File: src/hw/rtl/cau_pkg.sv
// ----------------------------------------------------------------------------
// cau_pkg
// shared types and codes of the complex arithmetic unit
// ----------------------------------------------------------------------------
package cau_pkg;

  localparam int DATA_WIDTH_DEF = 16;
  localparam int FRAC_BITS_DEF  = 12;

  typedef enum logic [2:0] {
    OP_ADD  = 3'd0,
    OP_SUB  = 3'd1,
    OP_MUL  = 3'd2,
    OP_DIV  = 3'd3,
    OP_CONJ = 3'd4,
    OP_CMP  = 3'd5
  } op_t;

  typedef enum logic [1:0] {
    ST_OK   = 2'd0,
    ST_SAT  = 2'd1,
    ST_DIV0 = 2'd2
  } status_t;

  // control that travels beside the data of every stage
  typedef struct packed {
    logic       valid;
    logic [2:0] op;
    logic       eq;
    logic       div0;
  } ctl_t;

endpackage

File: src/hw/rtl/cau_div_stage.sv
// ----------------------------------------------------------------------------
// cau_div_stage
// one restoring division step for both parts, one quotient bit
// ----------------------------------------------------------------------------
module cau_div_stage #(
  parameter int DATA_WIDTH = cau_pkg::DATA_WIDTH_DEF,
  parameter int XW         = 3 * DATA_WIDTH + 1,
  parameter int PASS_W     = 1,
  parameter int SHIFT      = 0
) (
  input  logic                    clk,
  input  logic                    rst,
  input  logic                    adv,
  input  cau_pkg::ctl_t           ctl_i,
  input  logic [XW-1:0]           rem_r_i,
  input  logic [XW-1:0]           rem_i_i,
  input  logic [DATA_WIDTH-1:0]   q_r_i,
  input  logic [DATA_WIDTH-1:0]   q_i_i,
  input  logic [2*DATA_WIDTH-1:0] den_i,
  input  logic [PASS_W-1:0]       pass_i,
  output cau_pkg::ctl_t           ctl_o,
  output logic [XW-1:0]           rem_r_o,
  output logic [XW-1:0]           rem_i_o,
  output logic [DATA_WIDTH-1:0]   q_r_o,
  output logic [DATA_WIDTH-1:0]   q_i_o,
  output logic [2*DATA_WIDTH-1:0] den_o,
  output logic [PASS_W-1:0]       pass_o
);
  import cau_pkg::*;

  logic [XW-1:0] trial;
  logic          ge_r, ge_i;

  assign trial = XW'(den_i) << SHIFT;
  assign ge_r  = rem_r_i >= trial;
  assign ge_i  = rem_i_i >= trial;

  always_ff @(posedge clk) begin
    if (rst) begin
      ctl_o.valid <= 1'b0;
    end else if (adv) begin
      ctl_o.valid <= ctl_i.valid;
    end
    if (adv) begin
      ctl_o.op   <= ctl_i.op;
      ctl_o.eq   <= ctl_i.eq;
      ctl_o.div0 <= ctl_i.div0;
      rem_r_o <= ge_r ? rem_r_i - trial : rem_r_i;
      rem_i_o <= ge_i ? rem_i_i - trial : rem_i_i;
      q_r_o   <= q_r_i | (DATA_WIDTH'(ge_r) << SHIFT);
      q_i_o   <= q_i_i | (DATA_WIDTH'(ge_i) << SHIFT);
      den_o   <= den_i;
      pass_o  <= pass_i;
    end
  end

endmodule

File: config.mk
export PLATFORM = sky130hd
export DESIGN_NAME = cau_div_stage
export DESIGN_NICKNAME = d
export VERILOG_FILES = /design/src/hw/rtl/cau_pkg.sv /design/src/hw/rtl/cau_div_stage.sv
export SDC_FILE = /design/constraint.sdc
export NUM_CORES = 1
export LEC_CHECK = 0
export BUFFER_PORTS_ARGS = -buffer_cell sky130_fd_sc_hd__buf_2
export CORE_MARGIN = 8
export CORE_UTILIZATION = 45
export CTS_BUF_LIST = sky130_fd_sc_hd__clkbuf_8
export DETAILED_ROUTE_END_ITERATION = 6
export GPL_TIMING_DRIVEN = 0
export PLACE_DENSITY = 0.84
export SLEW_MARGIN = 20
export SYNTH_ARGS = -nofsm -noshare
export SYNTH_HDL_FRONTEND = slang
export SYNTH_SLANG_ARGS = --single-unit
File: constraint.sdc
create_clock -name clk -period 8.1 [get_ports clk]
set_input_delay 1.62 -clock clk [delete_from_list [all_inputs] [get_ports clk]]
set_output_delay 1.62 -clock clk [all_outputs]
set_load 0.005 [all_outputs]
==> out/summary.txt <==
status: finished, final reports clean
critical path required time: 8.40 ns
Tmin final: 5.026 ns
unrepaired setup endpoints after global routing: no
Worst Hold Class: register to register
placed cell area: 12,450 µm²
Total Routed Length: 34,900 µm
starting density of the core: 0.4572
CP Launch Type: input pin
residual antenna-violating net count after detailed routing: 0
Inst Count DP: 1,634
Synth Cell Area: 10,350 µm²
Gates resized, CTS repair: 0
most common cell after layout, fill and taps aside: buf_2
Area Growth Syn to Fin: 24.50%
share of layout cells above drive strength 1: 0.3027
P_int: 1.610 mW
Fin Setup TNS: 0 ns
worst setup margin: 3.074 ns
DP Worst Slack: 2.698 ns
Detailed Route Iter0 Violations: 782
vias after detailed routing: 9,357
post-route cell area: 12,890 µm²
Port-buffer cells: 340
die span in y: 167.7 µm
wire per inst: 20.91 µm
number of global-route vias before repair: 9,461
utilization after layout: 0.5692
first-pass GRT wire length: 52,200 µm
final hold vios: 0
CTS tree: done
Rows: 55
nets: 1,606
Root Driver: clkbuf_8
Worst Hold Endpoint: ctl_o[5]
Net Sw Power: 0.7743 mW
Seq pwr share: 0.466
Setup Viol. Count Final: 0
antenna violations before repair: 6
Via-to-Cell Ratio: 5.606
Final HPWL DP: 28,010 µm
most frequent cells in the layout: buf_2 (343), edfxtp_1 (168), nor2_1 (114)
global placement routability congestion: 0.9093
max-cap violations: 0
CP Cell Sequence: buf_2, inv_1, ha_1, clkbuf_1, a21oi_1, o22ai_1, or4_1, a21o_1, a211oi_1, o21ai_2, clkbuf_1, clkbuf_1, a21oi_1
Clock power frac: 0.280
maximum clock frequency: 0.1990 GHz
CTS Hold Bufs: 0
Slew @ Worst Pin: 0.7503 ns
slowest CP cell: a211oi_1
Slew headroom: 0.4998
async set-reset flop share out of synthesis: 0
Layout Cells excl Fill: 1,669
Max stage delay on crit path: 0.61 ns
WHS Path Cells: 2
CTS sink cnt: 169
crit-path max FO: 10
Main synth FF type: edfxtp_1
Power, Total: 2.384 mW
HP Start: ctl_o[5]
crit share post-route: 0.6205
Crit Path Category: input pin to register
Std-Cell Core Area: 22,640 µm²
RR Startpoint: ctl_o[5]
depth of the CTS H-tree: 4
Worst Path Arrival: 5.33 ns
Mapped Cells: 1,008
hold slack: 0.5127 ns
syn nets: 1,246
max-slew violation count: 0
chip width: 167.7 µm
Reg clk slew, reported paths: 0.11 ns
RR Endpoint: ctl_o[5]
register area share after synthesis: 0.4893
Pwr Density: 185.0 nW/µm²
postcts setup bufs: 0
Top cell by count, worst path: clkbuf_1
largest net degree at the start of global routing: 88
clock buffer count from CTS: 17
I/O pins: 341
Reg2Reg Setup Slack: 7.51 ns
Mean Syn Cell Area: 10.27 µm²
worst skew pair latency: 0.48 ns
Setup crit end kind: register
Longest Clk Path Bufs: 2
Yosys warnings: 0
Logic pwr share: 0.254
Pre-antenna DRT Iters: 5
FF+latch count, synth: 169
VDD IR max: 0.1045 mV
Post-synth EDFFs: 168
DIE AREA: 28,110 µm²
Yosys cell types: 64
Switching Share: 0.3248
clock skew: 0 ns
worst r2r path cells: 2
DR DRC count: 0
total global-route track usage: 0.2389
leakage: 5.538 nW
total gr overflow: 0
-- sequential cells by signal, summed over array words and instances (netlist names) --
register / flops
pass_o: 1
rem_r_o: 49
den_o: 32
q_i_o: 16
rem_i_o: 49
ctl_o: 6
q_r_o: 16
-- worst max-delay path: cells and delay by family --
kind / cells / cell delay (ns)
buffers and inverters: 5 / 1.21
AO/OA/AOI/OAI: 6 / 1.76
AND/OR/NAND/NOR: 1 / 0.47
adder cells (fa/ha/maj): 1 / 0.25
-- per-layer routing --
layer / vias up / track usage / wire [µm]
li1: 4429 / - / -
met1: 4458 / 0.2912 / 14490
met2: 407 / 0.4130 / 17260
met3: 57 / 0.05526 / 2454
met4: 6 / 0.07453 / 658
met5: - / 0 / 33
-- final cells by class --
| cell class | count | area (µm²) |
|---|---|---|
| clock buffer | 17 | 234.0 |
| multi-input combinational | 750 | 4940 |
| tap | 285 | 356.6 |
| antenna | 3 | 7.507 |
| timing repair buffer | 341 | 1739 |
| fill | 1983 | 9753 |
| clock inverter | 15 | 198.9 |
| inverter | 49 | 183.9 |
| sequential | 169 | 5065 |
| buffer | 40 | 162.7 |
-- cell families after synthesis --
kind of cell             after synthesis  share of synthesized area
XOR/XNOR                              92                    0.07784
multiplexers                          21                    0.02260
buffers and inverters                 89                    0.03348
AO/OA/AOI/OAI                        244                     0.1422
AND/OR/NAND/NOR                      327                     0.1534
flip-flops                           169                     0.4893
adder cells (fa/ha/maj)               66                    0.08123
-- cell usage after synthesis, drive strengths merged, types with 3 or more instances --
cell type,count,area [µm²]
o211ai,9,67.56
a21boi,4,30.03
and3,5,31.28
a211oi,7,52.55
mux2,19,214.0
or4,7,52.55
inv,49,183.9
edfxtp,168,5045
or3,5,41.29
xor2,47,411.6
buf,6,35.03
nor4,12,81.33
ha,64,800.8
nand2,76,285.3
nand4,17,106.4
o21a,11,82.58
nor3,28,150.1
nand3,23,125.1
nor2b,8,50.05
nand2b,7,43.79
a31oi,7,43.79
a211o,4,35.03
xnor2,45,394.1
or2,9,56.31
clkbuf,34,127.6
a21o,19,142.6
o21ai,46,234.0
nor2,114,427.9
a21oi,110,550.5
o21bai,6,45.04
nand4b,3,26.28
o221ai,5,43.79
-- power by group through the flow --
stage	registers (mW)	clock network [mW]	logic [mW]
after global placement	1.13	0	0.588
after detailed placement	1.13	0	0.597
final	1.11	0.668	0.604
after floorplan	1.14	0	0.311
after global routing	1.12	0.702	0.664
after CTS	1.11	0.673	0.602
-- worst max path at each step --
stage	from	depth (start not counted)	endpoint
2_1_floorplan	rem_r_i[0]	13	rem_r_o[40]
3_3_place_gp	den_i[10]	13	rem_r_o[14]
3_5_place_dp	den_i[10]	13	rem_r_o[14]
4_1_cts	den_i[10]	13	rem_r_o[14]
5_1_grt	den_i[14]	13	rem_r_o[14]
6_report	den_i[10]	13	rem_r_o[14]
Power figures use the tool's default switching activity.
