<file path="src/hw/rtl/cau_pkg.sv">
// ----------------------------------------------------------------------------
// cau_pkg
// shared types and codes of the complex arithmetic unit
// ----------------------------------------------------------------------------
package cau_pkg;

  localparam int DATA_WIDTH_DEF = 16;
  localparam int FRAC_BITS_DEF  = 12;

  typedef enum logic [2:0] {
    OP_ADD  = 3'd0,
    OP_SUB  = 3'd1,
    OP_MUL  = 3'd2,
    OP_DIV  = 3'd3,
    OP_CONJ = 3'd4,
    OP_CMP  = 3'd5
  } op_t;

  typedef enum logic [1:0] {
    ST_OK   = 2'd0,
    ST_SAT  = 2'd1,
    ST_DIV0 = 2'd2
  } status_t;

  // control that travels beside the data of every stage
  typedef struct packed {
    logic       valid;
    logic [2:0] op;
    logic       eq;
    logic       div0;
  } ctl_t;

endpackage

</file>
<file path="src/hw/rtl/cau_back.sv">
// ----------------------------------------------------------------------------
// cau_back
// result selection, saturation and status, output register
// ----------------------------------------------------------------------------
module cau_back #(
  parameter int DATA_WIDTH = cau_pkg::DATA_WIDTH_DEF,
  parameter int PASS_W     = 4 + 2 * (2 * DATA_WIDTH + 1) + 2 * (DATA_WIDTH + 1)
) (
  input  logic                  clk,
  input  logic                  rst,
  input  logic                  adv,
  input  cau_pkg::ctl_t         ctl_i,
  input  logic [DATA_WIDTH-1:0] q_r,
  input  logic [DATA_WIDTH-1:0] q_i,
  input  logic [PASS_W-1:0]     pass_i,
  output logic                  out_valid,
  output logic [DATA_WIDTH-1:0] res_real,
  output logic [DATA_WIDTH-1:0] res_imag,
  output logic                  is_equal,
  output logic [1:0]            status
);
  import cau_pkg::*;

  localparam int W  = DATA_WIDTH;
  localparam int MW = 2 * W + 1;
  localparam logic [MW-1:0] LIM = MW'(1) << (W - 1);
  localparam logic [MW-1:0] BIG = MW'(1) << W;

  // returns {flag, value}
  function automatic logic [W:0] sat_sm(input logic neg, input logic [MW-1:0] mag);
    logic [MW-1:0] m;
    if (neg) begin
      if (mag > LIM) begin
        return {1'b1, LIM[W-1:0]};
      end
      m = -mag;
      return {1'b0, m[W-1:0]};
    end
    if (mag > LIM - MW'(1)) begin
      m = LIM - MW'(1);
      return {1'b1, m[W-1:0]};
    end
    return {1'b0, mag[W-1:0]};
  endfunction

  logic              ovf_r, ovf_i, neg_r, neg_i;
  logic [MW-1:0]     mul_r, mul_i, sx_r, sx_i;
  logic signed [W:0] s_r, s_i;
  logic [W:0]        o_r, o_i;
  logic [W-1:0]      res_real_next, res_imag_next;
  logic              eq_next;
  logic [1:0]        status_next;

  assign {s_i, s_r, mul_i, mul_r, neg_i, neg_r, ovf_i, ovf_r} = pass_i;
  assign sx_r = MW'(s_r);
  assign sx_i = MW'(s_i);

  always_comb begin
    o_r           = '0;
    o_i           = '0;
    eq_next       = 1'b0;
    case (ctl_i.op)
      OP_ADD, OP_SUB, OP_CONJ: begin
        o_r = sat_sm(s_r[W], s_r[W] ? -sx_r : sx_r);
        o_i = sat_sm(s_i[W], s_i[W] ? -sx_i : sx_i);
      end
      OP_MUL: begin
        o_r = sat_sm(neg_r, mul_r);
        o_i = sat_sm(neg_i, mul_i);
      end
      OP_DIV: begin
        if (!ctl_i.div0) begin
          o_r = sat_sm(neg_r, ovf_r ? BIG : MW'(q_r));
          o_i = sat_sm(neg_i, ovf_i ? BIG : MW'(q_i));
        end
      end
      OP_CMP: begin
        eq_next = ctl_i.eq;
      end
      default: begin
        eq_next = 1'b0;
      end
    endcase
    res_real_next = o_r[W-1:0];
    res_imag_next = o_i[W-1:0];
    if (ctl_i.div0) begin
      status_next = ST_DIV0;
    end else if (o_r[W] || o_i[W]) begin
      status_next = ST_SAT;
    end else begin
      status_next = ST_OK;
    end
  end

  always_ff @(posedge clk) begin
    if (rst) begin
      out_valid <= 1'b0;
    end else if (adv) begin
      out_valid <= ctl_i.valid;
    end
    if (adv) begin
      res_real <= res_real_next;
      res_imag <= res_imag_next;
      is_equal <= eq_next;
      status   <= status_next;
    end
  end

endmodule

</file>
<file path="config.mk">
export PLATFORM = sky130hd
export DESIGN_NAME = cau_back
export DESIGN_NICKNAME = d
export VERILOG_FILES = /design/src/hw/rtl/cau_pkg.sv /design/src/hw/rtl/cau_back.sv
export SDC_FILE = /design/constraint.sdc
export NUM_CORES = 1
export LEC_CHECK = 0
export BUFFER_PORTS_ARGS = -buffer_cell sky130_fd_sc_hd__buf_4
export CORE_AREA = 2 2 113 198
export CTS_CLUSTER_DIAMETER = 60
export CTS_CLUSTER_SIZE = 12
export DETAILED_ROUTE_END_ITERATION = 8
export DIE_AREA = 0 0 115 200
export PLACE_DENSITY = 0.53
export SKIP_CTS_REPAIR_TIMING = 1
export SYNTH_ARGS = -nofsm -noshare
export SYNTH_HDL_FRONTEND = slang
export SYNTH_SLANG_ARGS = --single-unit
</file>
<file path="constraint.sdc">
create_clock -name clk -period 6.6 [get_ports clk]
set_input_delay 0.33 -clock clk [delete_from_list [all_inputs] [get_ports clk]]
set_output_delay 0.33 -clock clk [all_outputs]
set_load 0.05 [all_outputs]
</file>
==> flow_summary.json, run 1 <==
{
  "rows": 71,
  "ir_worst_vdd_mv": 0.0917,
  "path_cells": "buf_4, inv_1, ha_1, nand2_1, o21ai_0, ha_1, nand4b_1, nor4b_1, nand4_1, o41ai_1, nand2b_1, nor2_1, o311ai_1",
  "hold_path.class": "in -> reg",
  "synth-seq-cells": 36,
  "tns_ns": 0,
  "cp_top_family": "compound AO/OA/AOI/OAI gates",
  "drv_cap": 0,
  "area_growth_pct": 25.4,
  "wl_per_cell_um": 20.5,
  "drt_iter0_markers": 473,
  "max_stage_delay_ns": 1.16,
  "rsz0062_at_grt": "false",
  "hold_ws_ns": 0.199,
  "outcome": "completed",
  "synth.distinct_cells": 80,
  "cts_tree": "done",
  "final-hold-violation-count": 0,
  "drt_wl_total_mm": 26.1,
  "max_freq_mhz": 254,
  "crit_top_cell": "ha_1",
  "drive_above_1_share_pct": 21.2,
  "maxSlewHeadroom_pct": 2.82,
  "syn_avg_cell_area_um2": 7.13,
  "synthesis.nets": 1046,
  "tightest_slew_ns": 1.44,
  "antenna_found_initial": 0,
  "hpwl_mm": 21.0,
  "crit_type": "in -> reg",
  "track_usage_pct": 21.7,
  "period_share_pct": 59.8,
  "htreeDepth": 2,
  "io_pins": 181,
  "grt_first_pass_wirelength_mm": 39.4,
  "overflow": 0,
  "cpMaxStageDelayCell": "o41ai_1",
  "syn_inst": 887,
  "finalCriticalPeriod_ns": 3.94,
  "root_buffer": "clkbuf_16",
  "fp.dieH_um": 200,
  "die_w_um": 115,
  "yosys.area.top_type_share_pct": 16.6,
  "dieArea_um2": 23000,
  "start_util_pct": 29.7,
  "yosysSeqAreaShare_pct": 16.9,
  "detail_route.first_pass.iterations": 5,
  "cts_sinks": 36,
  "core_um2": 21300,
  "grt_max_degree": 46,
  "synthesis.area_um2": 6320,
  "startpoint_type": "primary input",
  "final_nets": 1173,
  "endpoint_kind": "flip-flop",
  "path_clk_slew_ns": 0.07,
  "port_buffers": 180,
  "n_antenna_cell": 0,
  "async_flop_share_pct": 0,
  "finalSetupViolCount": 0,
  "p_total_uw": 1070,
  "design_area_um2": 7930,
  "clkLatencyLatePin_ns": 0.28,
  "path_buf_inv": 2,
  "fin_skew_ns": 0,
  "ant_nets": 0,
  "p_leak_uw": 0.00289,
  "synth_edf_count": 35,
  "power_density_nw_per_um2": 135,
  "drc": 0,
  "routabilityCongestion": 0.925,
  "vias": 7692,
  "viasPerCell": 6.06,
  "ys.flop_type": "edfxtp_1",
  "required_ns": 6.68,
  "placed_area_um2": 7760,
  "cts_buffers": 5,
  "yosysWarnings": 0,
  "final-max-slew-violation-count": 0,
  "synth_top_cell_by_area": "edfxtp_1",
  "grt_pass1_vias": 7396,
  "max-clock-path-buffers": 2,
  "path_max_fanout": 10,
  "crit_arrival_ns": 4.03,
  "yosys-top-cells-area": "edfxtp_1 (17%), xnor2_1 (5.5%), a21oi_1 (4.8%)"
}
-- through the flow --
stage,utilization [%],cells,worst slack (ns)
after floorplan,-,887,3.30
after global placement,36.4,1262,2.51
after detailed placement,36.4,1262,2.50
after CTS,37.2,1270,2.78
after global routing,37.2,1270,2.46
final,37.2,1270,2.66
-- sequential cells by signal, summed over array words and instances (netlist names) --
register and flops:
res_imag 16, res_real 16, status 2, is_equal 1, out_valid 1
-- worst paths after layout --
path	startpoint	to	slack, ns	depth (start not counted)
max	pass_i[70]	res_real[9]	2.66	13
min	rst	out_valid	0.20	2
max reg2reg	out_valid	out_valid	6.02	2
min reg2reg	out_valid	out_valid	0.50	2
-- layer usage --
metal	up-vias	global-route usage, %	share of wire (%)
met2	321	43.7	56
li1	3692	-	-
met3	69	2.23	5.1
met5	-	0	0
met4	0	9.24	4.6
met1	3610	22.0	34
-- layout by cell type, fill, tap and decap left out, drive strengths merged, types with 8 or more instances in the layout --
cell type / synthesis / final
buf: 11 / 182
nand2: 78 / 78
nor2: 69 / 69
a21oi: 62 / 62
o21ai: 60 / 60
nor3: 48 / 48
xnor2: 40 / 40
edfxtp: 35 / 35
xor2: 33 / 33
inv: 32 / 32
nor4: 30 / 30
nand4: 23 / 23
nand3: 22 / 22
o311ai: 20 / 20
o22ai: 16 / 16
o221ai: 16 / 16
or4: 16 / 16
o211ai: 16 / 16
ha: 14 / 14
or3: 12 / 12
nand2b: 12 / 12
a31oi: 10 / 10
o31ai: 9 / 9
nand3b: 9 / 9
nor2b: 9 / 9
a21o: 8 / 8
-- layout make-up --
| cell class | instances | area, um^2 |
|---|---|---|
| tap | 255 | 319 |
| sequential | 36 | 1070 |
| timing repair buffer | 182 | 1370 |
| clock buffer | 5 | 125 |
| fill | 2358 | 13400 |
| multi-input combinational | 756 | 4880 |
| inverter | 33 | 124 |
| clock inverter | 3 | 42.5 |
-- cell usage after synthesis, types with 6 or more instances --
library cell	number
nand2b_1	12
a31oi_1	10
a211oi_1	7
o21a_1	7
o21ai_1	7
inv_1	32
or3_1	12
clkbuf_1	51
o311ai_0	18
edfxtp_1	35
nor4_1	29
o21ai_0	53
nor3_1	48
a22oi_1	7
nand4_1	23
nand3_1	22
xor2_1	33
xnor2_1	40
a21oi_1	61
or4_1	15
o221ai_1	16
nand2_1	78
or2_2	6
ha_1	14
o22ai_1	16
o31ai_1	9
nand3b_1	9
a21o_1	8
nor2_1	69
nor2b_1	9
o211ai_1	12
mux2i_1	6
-- report_power, final --
part           switching (uW)  leakage (uW)  internal (uW)
Combinational             319       0.00246            182
Sequential               9.17      0.000346            279
Clock                     102     0.0000798            178
-- kinds of logic (layout without fill, tap and decap cells) --
family | Yosys count | after routing | synth area share, %
AND/OR/NAND/NOR | 365 | 365 | 30.4
adder cells (fa/ha/maj) | 14 | 14 | 2.77
buffers and inverters | 95 | 223 | 5.92
flip-flops | 36 | 36 | 16.9
AO/OA/AOI/OAI | 295 | 295 | 32.4
XOR/XNOR | 73 | 73 | 10.1
multiplexers | 9 | 9 | 1.48
(Power assumes the default switching activity.)
==> run 2: changes to the inputs <==
--- a/config.mk
+++ b/config.mk
@@ -5,13 +5,14 @@
 export SDC_FILE = /design/constraint.sdc
 export NUM_CORES = 1
 export LEC_CHECK = 0
+export ABC_AREA = 1
 export BUFFER_PORTS_ARGS = -buffer_cell sky130_fd_sc_hd__buf_4
-export CORE_AREA = 2 2 113 198
+export CORE_AREA = 2 2 118 205
 export CTS_CLUSTER_DIAMETER = 60
 export CTS_CLUSTER_SIZE = 12
 export DETAILED_ROUTE_END_ITERATION = 8
-export DIE_AREA = 0 0 115 200
-export PLACE_DENSITY = 0.53
+export DIE_AREA = 0 0 120 207
+export PLACE_DENSITY = 0.54
 export SKIP_CTS_REPAIR_TIMING = 1
 export SYNTH_ARGS = -nofsm -noshare
 export SYNTH_HDL_FRONTEND = slang
==> constraint.sdc (replaced) <==
create_clock -name clk -period 3.5 [get_ports clk]
set_input_delay 0.175 -clock clk [delete_from_list [all_inputs] [get_ports clk]]
set_output_delay 0.175 -clock clk [all_outputs]
set_load 0.05 [all_outputs]
==> flow_summary.json, run 2 <==
{
  "fin_skew_ns": 0,
  "crit_type": "in -> reg",
  "ant_nets": 0,
  "tns_ns": 0,
  "clkLatencyLatePin_ns": 0.28,
  "tightest_slew_ns": 0.671,
  "port_buffers": 180,
  "path_max_fanout": 11,
  "core_um2": 23200,
  "yosys.area.top_type_share_pct": 19.0,
  "async_flop_share_pct": 0,
  "final-hold-violation-count": 0,
  "dieArea_um2": 24800,
  "drt_wl_total_mm": 27.0,
  "reg2reg_from": "out_valid",
  "finalCriticalPeriod_ns": 2.46,
  "syn_avg_cell_area_um2": 5.68,
  "track_usage_pct": 21.0,
  "maxSlewHeadroom_pct": 55.2,
  "n_antenna_cell": 0,
  "hpwl_mm": 23.2,
  "grt_max_degree": 43,
  "min_from": "rst",
  "p_leak_uw": 0.00425,
  "area_growth_pct": 26.3,
  "cts_sinks": 36,
  "synthesis.nets": 1362,
  "overflow": 0,
  "detail_route.first_pass.iterations": 5,
  "yosysSeqAreaShare_pct": 15.7,
  "drt_iter0_markers": 339,
  "min_path_cells": 2,
  "seq_area_um2": 1070,
  "synth-seq-cells": 36,
  "placed_area_um2": 8460,
  "viasPerCell": 5.02,
  "synth.distinct_cells": 53,
  "wl_per_cell_um": 16.1,
  "crit_arrival_ns": 2.48,
  "yosys-top-cells-area": "nand2_1 (19%), edfxtp_1 (15%), nand3_1 (10%)",
  "drc": 0,
  "grt_first_pass_wirelength_mm": 41.7,
  "cts_buffers": 5,
  "final_nets": 1530,
  "ys.flop_type": "edfxtp_1",
  "routabilityCongestion": 0.940,
  "final_common_cell": "nand2_1",
  "rows": 74,
  "htreeDepth": 2,
  "start_util_pct": 29.4,
  "synth_edf_count": 35,
  "root_buffer": "clkbuf_16",
  "synthesis.area_um2": 6830,
  "power_density_nw_per_um2": 242,
  "grt_pass1_vias": 8252,
  "rsz0062_at_grt": "false",
  "drv_cap": 0,
  "startpoint_type": "primary input",
  "yosysWarnings": 0,
  "p_total_uw": 2090,
  "fillers": 2683,
  "syn_inst": 1203,
  "largest_registers": "res_imag x16, res_real x16, status x2",
  "drive_above_1_share_pct": 22.3,
  "outcome": "completed",
  "die_w_um": 120,
  "synth_common_cells": "nand2_1 (346), inv_1 (147), nor2_1 (144)",
  "dp_slack_ns": 0.795,
  "period_share_pct": 70.3,
  "synth_top_cell_by_area": "nand2_1",
  "synth_most_common_cell": "nand2_1",
  "fp.dieH_um": 207,
  "reg2reg_to": "out_valid",
  "path_clk_slew_ns": 0.07,
  "final-max-slew-violation-count": 0,
  "max_freq_mhz": 406,
  "finalSetupViolCount": 0,
  "hold_path.class": "in -> reg",
  "design_area_um2": 8630,
  "multiInputGateArea_um2": 4940,
  "vias": 8414,
  "max-clock-path-buffers": 2,
  "cts_tree": "done",
  "required_ns": 3.52,
  "antenna_found_initial": 0,
  "io_pins": 181,
  "reg2reg_slack_ns": 2.88,
  "endpoint_kind": "flip-flop",
  "ir_worst_vdd_mv": 0.186,
  "final_cell_mix": "nand2_1 (346), buf_4 (183), inv_1 (147)",
  "whs_endpoint": "out_valid",
  "finalWorstSetupSlack_ns": 1.04,
  "r2r_cells": 2
}
run 2: cell types whose count changed after synthesis, moves of 25 or more:
cell	previous run	this run
nand2_1	78	346
clkbuf_1	51	11
inv_1	32	147
a21oi_1	61	29
nand2_2	0	25
xnor2_1	40	9
nor2_1	69	144
nor3_1	48	17
nand3_1	22	139
inv_2	0	28
run 2: cell families (layout without fill, tap and decap cells):
family | after synthesis | after routing | synth area share, %
xor+xnor | 31 | 31 | 3.97
simple gates | 772 | 772 | 52.4
compound gates | 146 | 146 | 13.2
fa+ha+maj | 14 | 14 | 2.56
flops | 36 | 36 | 15.7
mux | 1 | 1 | 0.147
buf+inv | 203 | 372 | 12.1
run 2: metal layers:
layer  up-vias  part of all wire (%)  global-route usage [%]
met1      3855                    34                    19.3
met4         0                   4.8                    9.13
met5         -                     0                       0
met3        55                   3.1                    1.90
li1       4297                     -                       -
met2       207                    58                    44.4
run 2: cell type report:
class                   count  share of cell area [%]
well taps                 304                    4.41
inverters                 181                    8.05
clock buffers               5                    1.45
multi-input cells         964                    57.2
clock inverters             3                   0.537
flip-flops and latches     36                    12.4
repair buffers            183                    15.9
run 2: worst max path at each step:
stage | to | startpoint
final | res_imag[7] | pass_i[1]
after CTS | res_imag[7] | pass_i[1]
after floorplan | res_imag[14] | pass_i[87]
after detailed placement | res_imag[7] | pass_i[1]
after global routing | res_imag[7] | pass_i[1]
after global placement | res_imag[3] | pass_i[1]
run 2: stage by stage:
stage / util, % / hold WS, ns / std cells
global placement: 36.4 / 0.360 / 1668
finish: 37.1 / 0.0626 / 1676
global route: 37.1 / 0.0687 / 1676
floorplan: - / 0.247 / 1203
detailed placement: 36.4 / 0.360 / 1668
CTS: 37.1 / 0.0546 / 1676
run 2: worst max-delay path: stages:
cell,delay [ns]
buf_4,0.15
nor2_1,0.33
inv_1,0.11
ha_1,0.21
nand3_1,0.16
nor4_1,0.10
nand4_1,0.11
nand3_1,0.12
nand2_1,0.16
clkinv_1,0.28
a21oi_1,0.48
nand2_1,0.10
run 2: power by group:
part	total (uW)	switching, uW	internal, uW
registers	546	19.2	527
clock network	528	189	339
logic	1020	671	344
total	2090	880	1210
==> run 3: changes to the inputs <==
--- a/config.mk
+++ b/config.mk
@@ -5,14 +5,14 @@
 export SDC_FILE = /design/constraint.sdc
 export NUM_CORES = 1
 export LEC_CHECK = 0
-export ABC_AREA = 1
+export ABC_AREA = 0
 export BUFFER_PORTS_ARGS = -buffer_cell sky130_fd_sc_hd__buf_4
-export CORE_AREA = 2 2 118 205
+export CORE_AREA = 2 2 113 198
 export CTS_CLUSTER_DIAMETER = 60
 export CTS_CLUSTER_SIZE = 12
 export DETAILED_ROUTE_END_ITERATION = 8
-export DIE_AREA = 0 0 120 207
-export PLACE_DENSITY = 0.54
+export DIE_AREA = 0 0 115 200
+export PLACE_DENSITY = 0.55
 export SKIP_CTS_REPAIR_TIMING = 1
 export SYNTH_ARGS = -nofsm -noshare
 export SYNTH_HDL_FRONTEND = slang
==> constraint.sdc (replaced) <==
create_clock -name clk -period 2 [get_ports clk]
set_input_delay 0.1 -clock clk [delete_from_list [all_inputs] [get_ports clk]]
set_output_delay 0.1 -clock clk [all_outputs]
set_load 0.05 [all_outputs]
==> flow_summary.json, run 3 (synthesized netlist as in run 1, its figures left out) <==
{
  "outcome": "finished with violations",
  "violations": "setup timing",
  "reg2reg_to": "out_valid",
  "antenna_found_initial": 1,
  "viasPerCell": 5.54,
  "r2r_cells": 2,
  "path_clk_slew_ns": 0.06,
  "crit_path_end": "res_imag[8]",
  "pwr-share-seq_pct": 23.2,
  "crit_type": "in -> reg",
  "p_leak_uw": 0.00455,
  "seq_area_um2": 1070,
  "routabilityCongestion": 0.966,
  "multiInputGateArea_um2": 5420,
  "finalSetupViolCount": 33,
  "grt_max_degree": 45,
  "fp.dieH_um": 200,
  "placed_area_um2": 10200,
  "final_common_cell": "buf_4",
  "grt_pass1_vias": 8838,
  "drt_iter0_markers": 431,
  "startpoint_type": "primary input",
  "critical_path.startpoint": "pass_i[92]",
  "die_w_um": 115,
  "hold_ws_ns": 0.0391,
  "rows": 71,
  "final-hold-violation-count": 0,
  "clkPwrFrac_pct": 22.1,
  "tightest_slew_ns": 0.527,
  "internal_power_uw": 2530,
  "crit_top_cell": "or4_4",
  "crit_arrival_ns": 2.76,
  "path_max_fanout": 4,
  "fillers": 2130,
  "drc": 0,
  "finalWorstSetupSlack_ns": -0.626,
  "power_density_nw_per_um2": 376,
  "finalCriticalPeriod_ns": 2.63,
  "port_buffers": 180,
  "reg2reg_slack_ns": 1.41,
  "dieArea_um2": 23000,
  "required_ns": 2.13,
  "drv_cap": 0,
  "hpwl_mm": 23.9,
  "endpoint_kind": "flip-flop",
  "clkLatencyLatePin_ns": 0.28,
  "drive_above_1_share_pct": 45.2,
  "design_area_um2": 10900,
  "tns_ns": -17.65,
  "hold_path.class": "in -> reg",
  "pwr-share-comb_pct": 54.7,
  "area_growth_pct": 73.0,
  "final_nets": 1482,
  "final_cells": 1579,
  "ant_nets": 0,
  "ir_worst_vdd_mv": 0.310,
  "track_usage_pct": 24.0,
  "max_freq_mhz": 381,
  "p_sw_uw": 1580,
  "dpl.cell_count": 1562,
  "detail_route.first_pass.iterations": 5,
  "maxSlewHeadroom_pct": 64.4,
  "largest_registers": "res_imag x16, res_real x16, status x2",
  "max_stage_delay_ns": 0.54,
  "fin_skew_ns": 0,
  "switching_share_pct": 38.5,
  "cts_sinks": 36,
  "period_share_pct": 131,
  "cts_buffers": 5,
  "cpMaxStageDelayCell": "or4_4",
  "rsz0062_at_grt": "true",
  "start_util_pct": 29.7,
  "vias": 8744,
  "path_cells": "buf_6, or4_4, or4_4, a21oi_2, o211a_1, or3b_4, o31a_1, a21o_4, buf_12, o211ai_2",
  "finish.utilization_pct": 51.3,
  "root_buffer": "clkbuf_16",
  "path_buf_inv": 2,
  "cp_top_family": "simple AND/OR/NAND/NOR gates",
  "htreeDepth": 2,
  "n_antenna_cell": 0,
  "drt_wl_total_mm": 28.6,
  "reg2reg_from": "out_valid",
  "wl_per_cell_um": 18.1,
  "core_um2": 21300,
  "max-clock-path-buffers": 2,
  "cp.depth": 10,
  "cts_tree": "done",
  "final_cell_mix": "buf_4 (464), nand2_1 (75), nor2_1 (68)",
  "io_pins": 181,
  "grt_first_pass_wirelength_mm": 43.7,
  "overflow": 0,
  "final-max-slew-violation-count": 0
}
-- run 3: power groups by stage --
| stage | registers (uW) | clock network [uW] | logic, uW |
|---|---|---|---|
| after CTS | 956 | 922 | 2110 |
| after detailed placement | 971 | 0 | 2100 |
| after floorplan | 1220 | 0 | 769 |
| after global routing | 961 | 959 | 2400 |
| after global placement | 973 | 0 | 2090 |
| final | 954 | 910 | 2250 |
-- run 3: final cells by class --
type                            instances  area share (%)
Multi-Input combinational cell        756            49.6
Timing Repair Buffer                  491            35.0
Sequential cell                        36            9.79
Tap cell                              255            2.92
Inverter                               33            1.20
Clock buffer                            5            1.14
Clock inverter                          3           0.389
-- run 3: worst min path at each step --
stage                        start   endpoint  depth (start not counted)
after floorplan                rst  out_valid                          1
after global placement         rst  out_valid                          2
after detailed placement       rst  out_valid                          2
after CTS                      rst  out_valid                          2
after global routing      ctl_i[0]  status[1]                          1
final                     ctl_i[0]  status[1]                          1
-- run 3: through the flow --
stage / power [uW] / setup WS [ns]
after CTS: 3980 / -0.706
after detailed placement: 3070 / -0.992
after floorplan: 1990 / -0.779
after global routing: 4320 / -0.708
final: 4110 / -0.626
after global placement: 3060 / -0.964
-- run 3: layer usage --
layer	track usage, %	share of wire [%]
met1	22.8	35
met2	49.9	57
met3	2.23	3.4
met4	11.1	5.1
met5	0	0.049
-- run 3: worst register-to-register path: stages, from the launching register on --
cell and delay [ns]:
dfxtp_1 0.31, mux2i_1 0.13, nor2_1 0.05
